File: config.mk
export PLATFORM = sky130hd
export DESIGN_NAME = grr_ram
export DESIGN_NICKNAME = d
export VERILOG_FILES = /design/src/hw/rtl/grr_ram.sv
export SDC_FILE = /design/constraint.sdc
export NUM_CORES = 1
export LEC_CHECK = 0
export CORE_MARGIN = 2
export CORE_UTILIZATION = 55
export CTS_CLUSTER_DIAMETER = 120
export DETAILED_ROUTE_END_ITERATION = 8
export DONT_BUFFER_PORTS = 1
export GPL_ROUTABILITY_DRIVEN = 0
export HOLD_SLACK_MARGIN = 0.12
export PLACE_DENSITY = 0.67
export SLEW_MARGIN = 30
export SYNTH_ARGS = -nofsm -noshare
export SYNTH_HDL_FRONTEND = slang
export SYNTH_SLANG_ARGS = --single-unit
File: constraint.sdc
create_clock -name clk_i -period 7.6 [get_ports clk_i]
set_input_delay 0.38 -clock clk_i [delete_from_list [all_inputs] [get_ports clk_i]]
set_output_delay 0.38 -clock clk_i [all_outputs]
set_load 0.01 [all_outputs]
File: src/hw/rtl/grr_ram.sv
// generic single-write, single-read ram with registered read data
module grr_ram #(
  parameter int unsigned WIDTH = 32,
  parameter int unsigned DEPTH = 16
) (
  input  logic                     clk_i,
  input  logic                     we_i,
  input  logic [$clog2(DEPTH)-1:0] waddr_i,
  input  logic [WIDTH-1:0]         wdata_i,
  input  logic [$clog2(DEPTH)-1:0] raddr_i,
  output logic [WIDTH-1:0]         rdata_o
);

  logic [WIDTH-1:0] mem_q [DEPTH];

  always_ff @(posedge clk_i) begin
    if (we_i) begin
      mem_q[waddr_i] <= wdata_i;
    end
    rdata_o <= mem_q[raddr_i];
  end

endmodule

After elaboration in Yosys (flattened, before gate mapping)
Memories as Yosys holds them, arrays and structs flattened. A register that Yosys moved wholly into a read port is not among the register bits.
Index checks and enable logic that the tools add are counted.
{"block": "totals", "latch_bits": 0, "inputBits": 42, "output_inout_bits": 32, "romBits": 0, "n_memories": 1, "ram_bits": 512, "ff_bits": 0}
{"block": "classes", "bitwise": 0, "n_addsub": 0, "n_eq_ne": 0, "mul": 0, "n_shift": 0, "n_mux": 2, "div": 0, "n_reduce_logical": 0, "magnitude_cmp": 0}
{"memory": "mem_q", "words": 16, "word_bits": 32, "rd": 1, "rd_ports_with_merged_regs": 1, "write_ports": 1, "line_no": "14", "source": "logic [WIDTH-1:0] mem_q [DEPTH];"}
{"op": "1-bit two-way mux", "count": 2}

Depth between registers and ports, before layout
{"block": "logic_depth", "word_depth": 2, "depth_mapped": 5, "depth_no_buf": 3}

Worst setup path before layout
Ideal clock, no wire load.
{"block": "synth_timing", "path_type": "input to register", "start": "input waddr_i[2]", "end": "memory mem_q[0][0], enable pin", "t_arrival_ns": 3.098, "required_time_ns": 7.139, "setup_ns": 0.461, "cell_stages": 2, "slack_ns": 4.040, "path_buffers": 0, "cell_sequence": "or3b_2 nor3_1"}
{"element": "from (decl)", "line_no": "8", "source": "input logic [$clog2(DEPTH)-1:0] waddr_i,"}
{"element": "to (decl)", "line_no": "14"}
No word-level cell before the write port.

Worst setup path after layout
{"block": "layout_timing", "start": "input waddr_i[2]", "end": "memory mem_q[2][4], enable pin"}
No word-level cell before the write port.

==> impl_metrics.tcl <==
set metrics [dict create \
    status "completed" \
    grt_max_degree 129 \
    p_comb_frac 0.037 \
    track_usage 0.196 \
    ys_seq_area_frac 0.807 \
    clk_pin_slew_worst_paths_ns 0.06 \
    cts-htree-levels 2 \
    cts_root_buf "clkbuf_16" \
    layout.nets 945 \
    synth_top_area_frac 0.774 \
    synthCells 838 \
    cp_cell_sequence "or3b_2 > nor2_4 > buf_16" \
    cp-endpoint "mem_q[2][4]$_DFFE_PP_" \
    ys_ff_latch 544 \
    drt_iter0_drc 654 \
    io_buffers 0 \
    fmax_mhz 688 \
    clkLatencyLatePin_ns 0.56 \
    pwr-share-seq 0.553 \
    antenna_found_initial 0 \
    critPathTopFamily "simple AND/OR/NAND/NOR gates" \
    path_max_fanout 17 \
    power.density_nw_per_um2 269 \
    hold_class "primary input to flip-flop" \
    viasPerCell 6.08 \
    ant_nets 0 \
    synth_fp_nets 880 \
    numCtsBuffers 53 \
    post-route-period-util 0.191 \
    crit_type "primary input to flip-flop" \
    synth_common_cells "edfxtp_1, mux4_2, a22oi_1" \
    cts_tree "yes" \
    cp_slowest_stage_delay_ns 0.58 \
    wire_per_inst_um 25.7 \
    cts_resized 0 \
    rrSetupSlack_ns 6.22 \
    maxSlewViolCount 0 \
    clkSinkCount 544 \
    cp-start-kind "primary input" \
    ys.flop_type "edfxtp_1" \
    slew_headroom 0.355 \
    yosysMostFrequentCell "edfxtp_1" \
    synth_area_leaders "edfxtp_1, mux4_2, dfxtp_1" \
    synth_area_per_cell_um2 23.7 \
    start_util 0.558 \
    p_sw_frac 0.193 \
    drcViolationCount 0 \
    arrival_ns 1.71 \
    dpl_worst_slack_ns 5.34 \
    io-pin-count 74 \
    hpwl_um 20000 \
    vias 8554 \
    ctsHoldBuffers 33 \
    p_int_mw 4.94 \
    setup.worst_path.start "waddr_i[2]" \
    grt_pass1_wl_um 55200 \
    core-area_um2 35600 \
    r2r_cells 3 \
    postCtsSetupBuffers 0 \
    die_w_um 194 \
    yosysTopAreaCell "edfxtp_1" \
    cp.required_ns 7.86 \
    gr-total-overflow 0 \
    clockBufferDepth 3 \
    peakVddDrop_uv 177 \
    setup_viol_count_final 0 \
    synth_edf_count 512 \
    drive_gt1_frac 0.250 \
    critical_path_cell_count 3 \
    critPathSlowestCell "or3b_2" \
    async_flop_share 0 \
    cp-end-kind "flip-flop" \
    synthesis.area_um2 19900 \
    regToRegEndpoint "rdata_o[7]$_DFF_P_" \
    drt-total-wl_um 36200 \
    dieArea_um2 37600 \
    regToRegStartpoint "mem_q[3][7]$_DFFE_PP_" \
    rsz0062_at_grt "false" \
    fp.dieH_um 194 \
    antennaDiodeCount 0 \
    period_needed_ns 1.45 \
    first_pass_iters 7 \
    p_sw_mw 1.18 \
    setup_ws_ns 6.15 \
    cp_num_buf_inv 1 \
    p_total_mw 6.12 \
    drv_cap 0 \
    tightest_slew_ns 0.966 \
    fin_skew_ns 0.0138 \
    p_leak_nw 7.15 \
    hold_violations 0 \
    yosys.cell_types.count 18 \
    postLayoutCoreUtil 0.639 \
    tns_ns 0 \
    grt_pass1_vias 9165 \
    yosys_warnings 0 \
    syn2layout_area_growth_pct 14.4 \
    clock_power_share 0.410 \
    core.rowCount 69 \
]
[how the worst min path moves through the flow]
stage / from / end / slack [ns] / depth (start not counted)
2_1_floorplan: wdata_i[0] / mem_q[0][0]$_DFFE_PP_ / 0.48 / 0
3_3_place_gp: wdata_i[10] / mem_q[15][10]$_DFFE_PP_ / 0.48 / 0
3_5_place_dp: wdata_i[10] / mem_q[12][10]$_DFFE_PP_ / 0.48 / 0
4_1_cts: raddr_i[1] / rdata_o[12]$_DFF_P_ / 0.12 / 3
5_1_grt: raddr_i[1] / rdata_o[10]$_DFF_P_ / 0.12 / 3
6_report: raddr_i[1] / rdata_o[10]$_DFF_P_ / 0.14 / 3
[power groups by stage]
stage	Sequential (mW)	Combinational, mW	Clock, mW
2_1_floorplan	3.44	0.161	0
3_3_place_gp	3.45	0.168	0
3_5_place_dp	3.45	0.176	0
4_1_cts	3.39	0.226	2.56
5_1_grt	3.39	0.244	2.66
6_report	3.39	0.226	2.51
[tightest hold or removal path, cell delays in order]
cell,delay [ns]
mux4_2,0.16
a22oi_1,0.06
nand2_1,0.05
[metal layers]
metal	global-route usage	wire, um	part of all wire
met1	0.257	14900	0.41
met2	0.346	19100	0.53
met3	0.0334	1640	0.045
met4	0.0441	491	0.014
met5	0	0	0
[kinds of logic (layout without fill, tap and decap cells)]
group,count (synthesis),after routing,share of synthesized area
flip-flops,544,544,0.807
buffers and inverters,43,152,0.0112
multiplexers,128,128,0.145
AND/OR/NAND/NOR,59,59,0.0127
AO/OA/AOI/OAI,64,64,0.0242
[cells in the final DEF, fill, tap and decap left out]
master,count
a22oi_1,64
and2_2,1
buf_16,11
buf_4,9
bufinv_16,5
clkbuf_1,17
clkbuf_16,54
clkinv_1,14
clkinv_2,7
clkinv_8,1
dfxtp_1,32
dlygate4sd3_1,33
edfxtp_1,512
inv_6,1
mux4_2,128
nand2_1,33
nand2b_1,2
nand3_1,1
nand3b_1,2
nor2_4,13
nor2b_4,2
nor3_2,4
or3b_2,1
[cell type report]
class                           count  area, um2
Fill cell                        2264      12800
Clock inverter                     28        263
Multi-Input combinational cell    251       3750
Timing Repair Buffer               53        701
Tap cell                          461        577
Sequential cell                   544      16000
Clock buffer                       71       1420
[flip-flops by register name, indices dropped and copies added, names as in the netlist]
register  cells
mem_q       512
rdata_o      32
[per-stage QoR]
step	area (um2)	hold WS, ns	std cells
2_1_floorplan	19900	0.479	838
3_3_place_gp	20400	0.480	1265
3_5_place_dp	20600	0.479	1272
4_1_cts	22600	0.122	1404
5_1_grt	22700	0.123	1408
6_report	22700	0.137	1408
(Power assumes the default switching activity.)
