### config.mk
export PLATFORM = sky130hd
export DESIGN_NAME = grr_div
export DESIGN_NICKNAME = d
export VERILOG_FILES = /design/src/hw/rtl/grr_pkg.sv /design/src/hw/rtl/grr_div.sv
export SDC_FILE = /design/constraint.sdc
export NUM_CORES = 1
export LEC_CHECK = 0
export BUFFER_PORTS_ARGS = -buffer_cell sky130_fd_sc_hd__buf_2
export CAP_MARGIN = 15
export CORE_MARGIN = 10
export CORE_UTILIZATION = 45
export DETAILED_ROUTE_END_ITERATION = 8
export PLACE_DENSITY = 0.74
export RECOVER_POWER = 100
export REMOVE_ABC_BUFFERS = 1
export SYNTH_ARGS = -nofsm -noshare
export SYNTH_HDL_FRONTEND = slang
export SYNTH_SLANG_ARGS = --single-unit
### constraint.sdc
create_clock -name clk_i -period 3.3 [get_ports clk_i]
set_input_delay 0.66 -clock clk_i [delete_from_list [all_inputs] [get_ports clk_i]]
set_output_delay 0.66 -clock clk_i [all_outputs]
set_load 0.05 [all_outputs]
### src/hw/rtl/grr_pkg.sv
// shared types and constants for the lagged-xor random generator
package grr_pkg;

  localparam int unsigned TABLE_LEN  = 521;
  localparam int unsigned ADDR_W     = $clog2(TABLE_LEN);
  localparam int unsigned WORD_W     = 32;
  localparam int unsigned LAG        = 32;
  localparam int unsigned SEED_WORDS = 17;
  localparam int unsigned BIT_CNT_W  = $clog2(WORD_W);
  localparam int unsigned SHL_AMT    = 23;
  localparam int unsigned SHR_AMT    = 9;

  localparam logic [WORD_W-1:0]    LCG_MUL  = 32'h5d58_8b65;
  localparam logic [ADDR_W-1:0]    LAST_POS = ADDR_W'(TABLE_LEN - 1);
  localparam logic [ADDR_W-1:0]    FIX_IDX  = ADDR_W'(SEED_WORDS - 1);
  localparam logic [BIT_CNT_W-1:0] LAST_BIT = BIT_CNT_W'(WORD_W - 1);

  // request codes
  localparam logic REQ_RAW    = 1'b0;
  localparam logic REQ_RANGED = 1'b1;

  typedef enum logic [3:0] {
    ST_IDLE,
    ST_HARVEST,
    ST_FIX16,
    ST_FILL,
    ST_WARM_RD,
    ST_WARM_WR,
    ST_DISPATCH,
    ST_DRAW_RD,
    ST_DRAW_WR,
    ST_DIV,
    ST_OUT
  } grr_state_e;

  // handshake between sequencer and modulo unit
  typedef struct packed {
    logic done;
    logic busy;
  } grr_div_status_t;

endpackage

### src/hw/rtl/grr_div.sv
// iterative 32-bit unsigned remainder unit, one quotient bit per cycle
module grr_div import grr_pkg::*; (
  input  logic                  clk_i,
  input  logic                  rst_ni,
  input  logic                  start_i,
  input  logic [WORD_W-1:0]     dividend_i,
  input  logic [WORD_W-1:0]     divisor_i,
  output grr_div_status_t       status_o,
  output logic [WORD_W-1:0]     rem_o
);

  logic                 busy_q, busy_d;
  logic                 done_q, done_d;
  logic [BIT_CNT_W-1:0] cnt_q, cnt_d;
  logic [WORD_W:0]      rem_q, rem_d;
  logic [WORD_W-1:0]    dvd_q, dvd_d;
  logic [WORD_W-1:0]    dsr_q, dsr_d;
  logic [WORD_W:0]      trial;

  always_comb begin
    busy_d = busy_q;
    done_d = 1'b0;
    cnt_d  = cnt_q;
    rem_d  = rem_q;
    dvd_d  = dvd_q;
    dsr_d  = dsr_q;
    trial  = {rem_q[WORD_W-1:0], dvd_q[WORD_W-1]};
    if (start_i) begin
      busy_d = 1'b1;
      cnt_d  = '0;
      rem_d  = '0;
      dvd_d  = dividend_i;
      dsr_d  = divisor_i;
    end else if (busy_q) begin
      // restoring step: subtract when the partial remainder allows it
      if (trial >= {1'b0, dsr_q}) begin
        rem_d = trial - {1'b0, dsr_q};
      end else begin
        rem_d = trial;
      end
      dvd_d = {dvd_q[WORD_W-2:0], 1'b0};
      cnt_d = cnt_q + 1'b1;
      if (cnt_q == LAST_BIT) begin
        busy_d = 1'b0;
        done_d = 1'b1;
      end
    end
  end

  always_ff @(posedge clk_i or negedge rst_ni) begin
    if (!rst_ni) begin
      busy_q <= 1'b0;
      done_q <= 1'b0;
      cnt_q  <= '0;
    end else begin
      busy_q <= busy_d;
      done_q <= done_d;
      cnt_q  <= cnt_d;
    end
  end

  always_ff @(posedge clk_i) begin
    rem_q <= rem_d;
    dvd_q <= dvd_d;
    dsr_q <= dsr_d;
  end

  assign status_o.done = done_q;
  assign status_o.busy = busy_q;
  assign rem_o         = rem_q[WORD_W-1:0];

endmodule

# Word level (Yosys, flattened, before mapping)
# Cells that the tools add are included.
[op_classes] mux=11 n_reduce_logical=1 order_cmp=1 n_addsub=2 eq_ne=1
[op_table] cell="$mux 32" count=3
[op_table] cell="$ge 33x32->1" count=1
[op_table] cell="$sub 32x32->32" count=1
[op_table] cell="$mux 5" count=2
[op_table] cell="$mux 1" count=6
[op_table] cell="$add 5x1->5 const B" count=1
[op_table] cell="$eq 5x5->1 const B" count=1
[op_table] cell="$reduce_bool 2->1" count=1
[word_totals] ff_bits=103 input_bits=67 output_inout_bits=34

# Longest topological paths before layout
[logic_depth] word_depth=4 mapped_depth=12

# Least setup slack after synthesis
# Ideal clock, no wire load.
[synth_path] path_type="flip-flop to flip-flop" from="register rem_q[13]" to="register rem_q[27]" arrival_ns=2.696 setup_slack_ns=0.513 path_buffers=1 synth_period_minus_slack_ns=2.787 stages_incl_launch_ff=11 setup_ns=0.091 path_cell_list="dfxtp_1 > ha_1 > a21oi_1 > o21ai_1 > a2111oi_2 > a211o_2 > a21oi_4 > nor2_2 > buf_2 > nand2_1 > a311oi_1"
[synth_between] elab_chain_len=2 word_cells_on_any_way=3 classes_between="1 x add/sub; 1 x order compare; 1 x mux"
[synth_lines] element="from (decl)" line_no="grr_div.sv:15" text="logic [WORD_W:0] rem_q, rem_d;"
[synth_lines] element="from (signal assigned)" line_no="grr_div.sv:63" text="rem_q <= rem_d;"
[synth_lines] element="$sub 32x32->32 / $ge 33x32->1 (equally long branches)" line_no="grr_div.sv:37, grr_div.sv:36"
[synth_lines] element="$mux 32 (*)" line_no="grr_div.sv:36" text="if (trial >= {1'b0, dsr_q}) begin"
# Mark *: on every way between the ends. The rest lies on a longest branch, timed or not.
# A chain may end at the register's enable or synchronous reset.

# Final worst setup path
[layout_path] from="register dvd_q[31]" to="register rem_q[22]"
[layout_between] elab_chain_len=2 word_cells_on_any_way=3 classes_between="1 x add/sub; 1 x order compare; 1 x mux"
[layout_lines] element="from (decl)" line_no="grr_div.sv:16" text="logic [WORD_W-1:0] dvd_q, dvd_d;"
[layout_lines] element="from (signal assigned)" line_no="grr_div.sv:64" text="dvd_q <= dvd_d;"
[layout_lines] element="$sub 32x32->32 / $ge 33x32->1 (equally long branches)" line_no="grr_div.sv:37, grr_div.sv:36"
[layout_lines] element="$mux 32 (*)" line_no="grr_div.sv:36"
# Marks and branches as above.

==> impl_metrics.csv <==
group,metric,value,unit
clock_network,cts.clk_slew.worst_paths,0.08,ns
synth,synth_area,5830,um^2
global_routing,grt_first_pass_wirelength,22700,um
synth,ys_ff_latch,103,
synth,syn_avg_cell_area,10.2,um^2
sta,setup-violations-final,0,
global_routing,grt_pass1_vias,4786,
power_and_ir_drop,p_int,3150,uW
sta,finalClockSkew,0.00966,ns
sta,fin_tns_setup,0,ns
detailed_routing,route.detailed.drc,0,
sta,hold_viol,0,
cells_and_area,drive_gt1_frac,0.196,
detailed_routing,wl_met1,5800,um
place,placed_cell_area,6480,um^2
sta,rsz0062_at_grt,"no",
floorplanning,rows,41,
power_and_ir_drop,cellLeakagePower,0.00289,uW
floorplanning,ios,101,
clock_network,cts_tree,"yes",
detailed_routing,dr.pass1.iters,7,
run_status,violations,"max-capacitance violations, max-slew violations",
floorplanning,initial_core_util,0.460,
floorplanning,dieWidth,134,um
setup_path,cpMostUsedCell,"inv_1",
setup_path,crit_fanout,3,
cells_and_area,diodes,0,
synth,yosys_most_used_dff,"edfxtp_1",
global_routing,grt_antenna_before_repair,0,
clock_network,cts_buffers,9,
power_and_ir_drop,p_sw,2720,uW
synth,yosys_warnings,0,
setup_path,end_kind,"flop",
floorplanning,coreArea,12700,um^2
synth,synth_edf_count,64,
sta,worst_slew_pin_slew,1.90,ns
clock_network,postCtsSetupBuffers,0,
power_and_ir_drop,power.share.clock,0.185,
sta,max_freq,0.333,GHz
detailed_routing,drt_iter0_markers,278,
synth,synth_top_area_frac,0.330,
power_and_ir_drop,seqPwrFrac,0.313,
synth,async_flop_share,0.0680,
synth,synth_common_cells,"edfxtp_1 (64), nand2_1 (59), inv_1 (46), nor2_1 (46), a21oi_1 (35)",
global_routing,grt_max_degree,67,
detailed_routing,wl_per_cell,16.0,um
detailed_routing,dr_wl_met2,6470,um
setup_path,cpPeakStageDelay,0.39,ns
clock_network,cts_buffer_depth,2,
floorplanning,die_area,17900,um^2
power_and_ir_drop,combPwrFrac,0.503,
place,gp_congestion,0.855,
cells_and_area,nets,769,
setup_path,arrival,3.26,ns
place,port_buffers,100,
global_routing,gr-total-overflow,0,
clock_network,cts_sinks,103,
synth,synth_cells,574,
job,drv_cap,1,
synth,netlist_top_cells_area,"edfxtp_1 (33%), dfxtp_1 (11%), ha_1 (7.3%)",
setup_path,critPathLaunchType,"flop",
setup_path,slowest_stage,"edfxtp_1",
synth,yosysSeqAreaShare,0.470,
sta,fin_crit,3.00,ns
floorplanning,die_h,134,um
setup_path,worstPathRequired,3.56,ns
synth,synth_largest_area_cell,"edfxtp_1",
cells_and_area,final_area,6750,um^2
sta,fin_crit_sh,0.909,
clock_network,htree_levels,3,
worst_hold_path,min_path_type,"input port to async pin",
detailed_routing,vias,4601,
setup_path,crit_chain,"inv_1 > ha_1 > inv_1 > fa_1 > a21o_1 > a221oi_2 > nand2b_1 > a21oi_1 > o21ai_0 > nand4_1 > a31o_1 > a311oi_1",
power_and_ir_drop,peakVddDrop,470,uV
place,dp_hpwl,10200,um
detailed_routing,drt-total-wl,13500,um
synth,synth.most_common_cell,"edfxtp_1",
clock_network,clock-root-buffer,"clkbuf_16",
power_and_ir_drop,swShare,0.464,
detailed_routing,ant_nets,0,
run_status,status,"finished with violations",
global_routing,grtUsageTotal,0.154,
detailed_routing,via_per_inst,5.45,
detailed_routing,wl_met3,1130,um
cells_and_area,area_growth,15.8,%
setup_path,worstRegToRegCells,12,
sta,slew_viol_final,40,
sta,relSlewSlack,-0.270,
setup_path,critical_path_class,"flop to flop",
synth,ys_types,58,
clock_network,clock_latency,0.36,ns
power_and_ir_drop,power_density,870,nW/um^2
detailed_routing,highest_layer,"met4",
==> routing by layer <==
metal | up-vias | GRT usage
met4 | 0 | 0.0357
met2 | 128 | 0.260
met3 | 10 | 0.0724
li1 | 2292 | -
met1 | 2171 | 0.172
met5 | - | 0
==> critical path: cells and delay by family (launching register included) <==
kind	cells	cell delay, ns
AND/OR/NAND/NOR	2	0.35
flip-flops	1	0.39
AO/OA/AOI/OAI	6	1.50
buffers and inverters	2	0.12
adder cells (fa/ha/maj)	2	0.55
==> what timing repair did <==
| item | in CTS | in global routing |
|---|---|---|
| setup endpoints to repair | 0 | 3 |
| resized for setup | 0 | 2 |
| hold buffers | 0 | 0 |
==> final timing paths <==
| check | slack [ns] | endpoint | from |
|---|---|---|---|
| hold / removal | 0.18 | cnt_q[4] | rst_ni |
| hold reg to reg | 0.51 | rem_q[13] | rem_q[12] |
| max in group asynchronous | 2.86 | busy_q | rst_ni |
| setup / recovery | 0.30 | rem_q[22] | dvd_q[31] |
| setup reg to reg | 0.30 | rem_q[22] | dvd_q[31] |
| min in group clk_i | 0.47 | dsr_q[20] | divisor_i[20] |
==> cell type report <==
type	instances	area (um^2)
clock inverters	7	81.3
fillers	1184	5920
inverters	46	173
repair buffers	106	497
flip-flops and latches	103	2740
multi-input cells	401	2820
well taps	172	215
clock buffers	9	225
==> cells in the final DEF (no fill, tap or decap), types with 18 or more instances in the layout <==
cell type | synthesis | routed
inv_1 | 46 | 46
a21o_1 | 18 | 18
dfxtp_1 | 32 | 32
mux2_2 | 31 | 31
buf_2 | 3 | 66
a311oi_1 | 27 | 27
nand2_1 | 59 | 59
nor2_1 | 46 | 46
a21oi_1 | 35 | 35
ha_1 | 34 | 34
clkbuf_1 | 17 | 35
edfxtp_1 | 64 | 64
==> power by group through the flow <==
stage / sequential [uW] / clock, uW / combinational, uW
after global routing: 1880 / 1180 / 3260
final: 1840 / 1090 / 2950
after floorplan: 2410 / 0 / 1670
after detailed placement: 1860 / 0 / 3000
after CTS: 1830 / 1120 / 3020
after global placement: 1850 / 0 / 2950
==> flip-flops by register name, indices dropped and copies added, names as in the netlist <==
| register | flops |
|---|---|
| dsr_q | 32 |
| busy_q | 1 |
| cnt_q | 5 |
| dvd_q | 32 |
| rem_q | 32 |
| done_q | 1 |
==> through the flow <==
step	power, uW	hold WS (ns)	std cells	worst slack [ns]	utilization
2_1_floorplan	4080	0.364	550	0.0618	-
3_3_place_gp	4790	0.495	828	0.274	0.512
3_5_place_dp	4860	0.500	828	0.166	0.512
4_1_cts	5970	0.106	844	0.146	0.536
5_1_grt	6320	0.186	844	0.0747	0.533
6_report	5870	0.177	844	0.301	0.533
==> cells by family (layout without fill, tap and decap cells) <==
logic type                 after synthesis  count (layout)  share of synthesized area
and+or+nand+nor                        170             170                      0.136
AOI/OAI and AO/OA                      140             140                      0.171
DFF                                    103             103                      0.470
buffers and inverters                   70             168                     0.0483
muxes                                   36              36                     0.0685
adders and majority gates               35              35                     0.0764
xor gates and xnor gates                20              20                     0.0301
(Power assumes the default switching activity.)
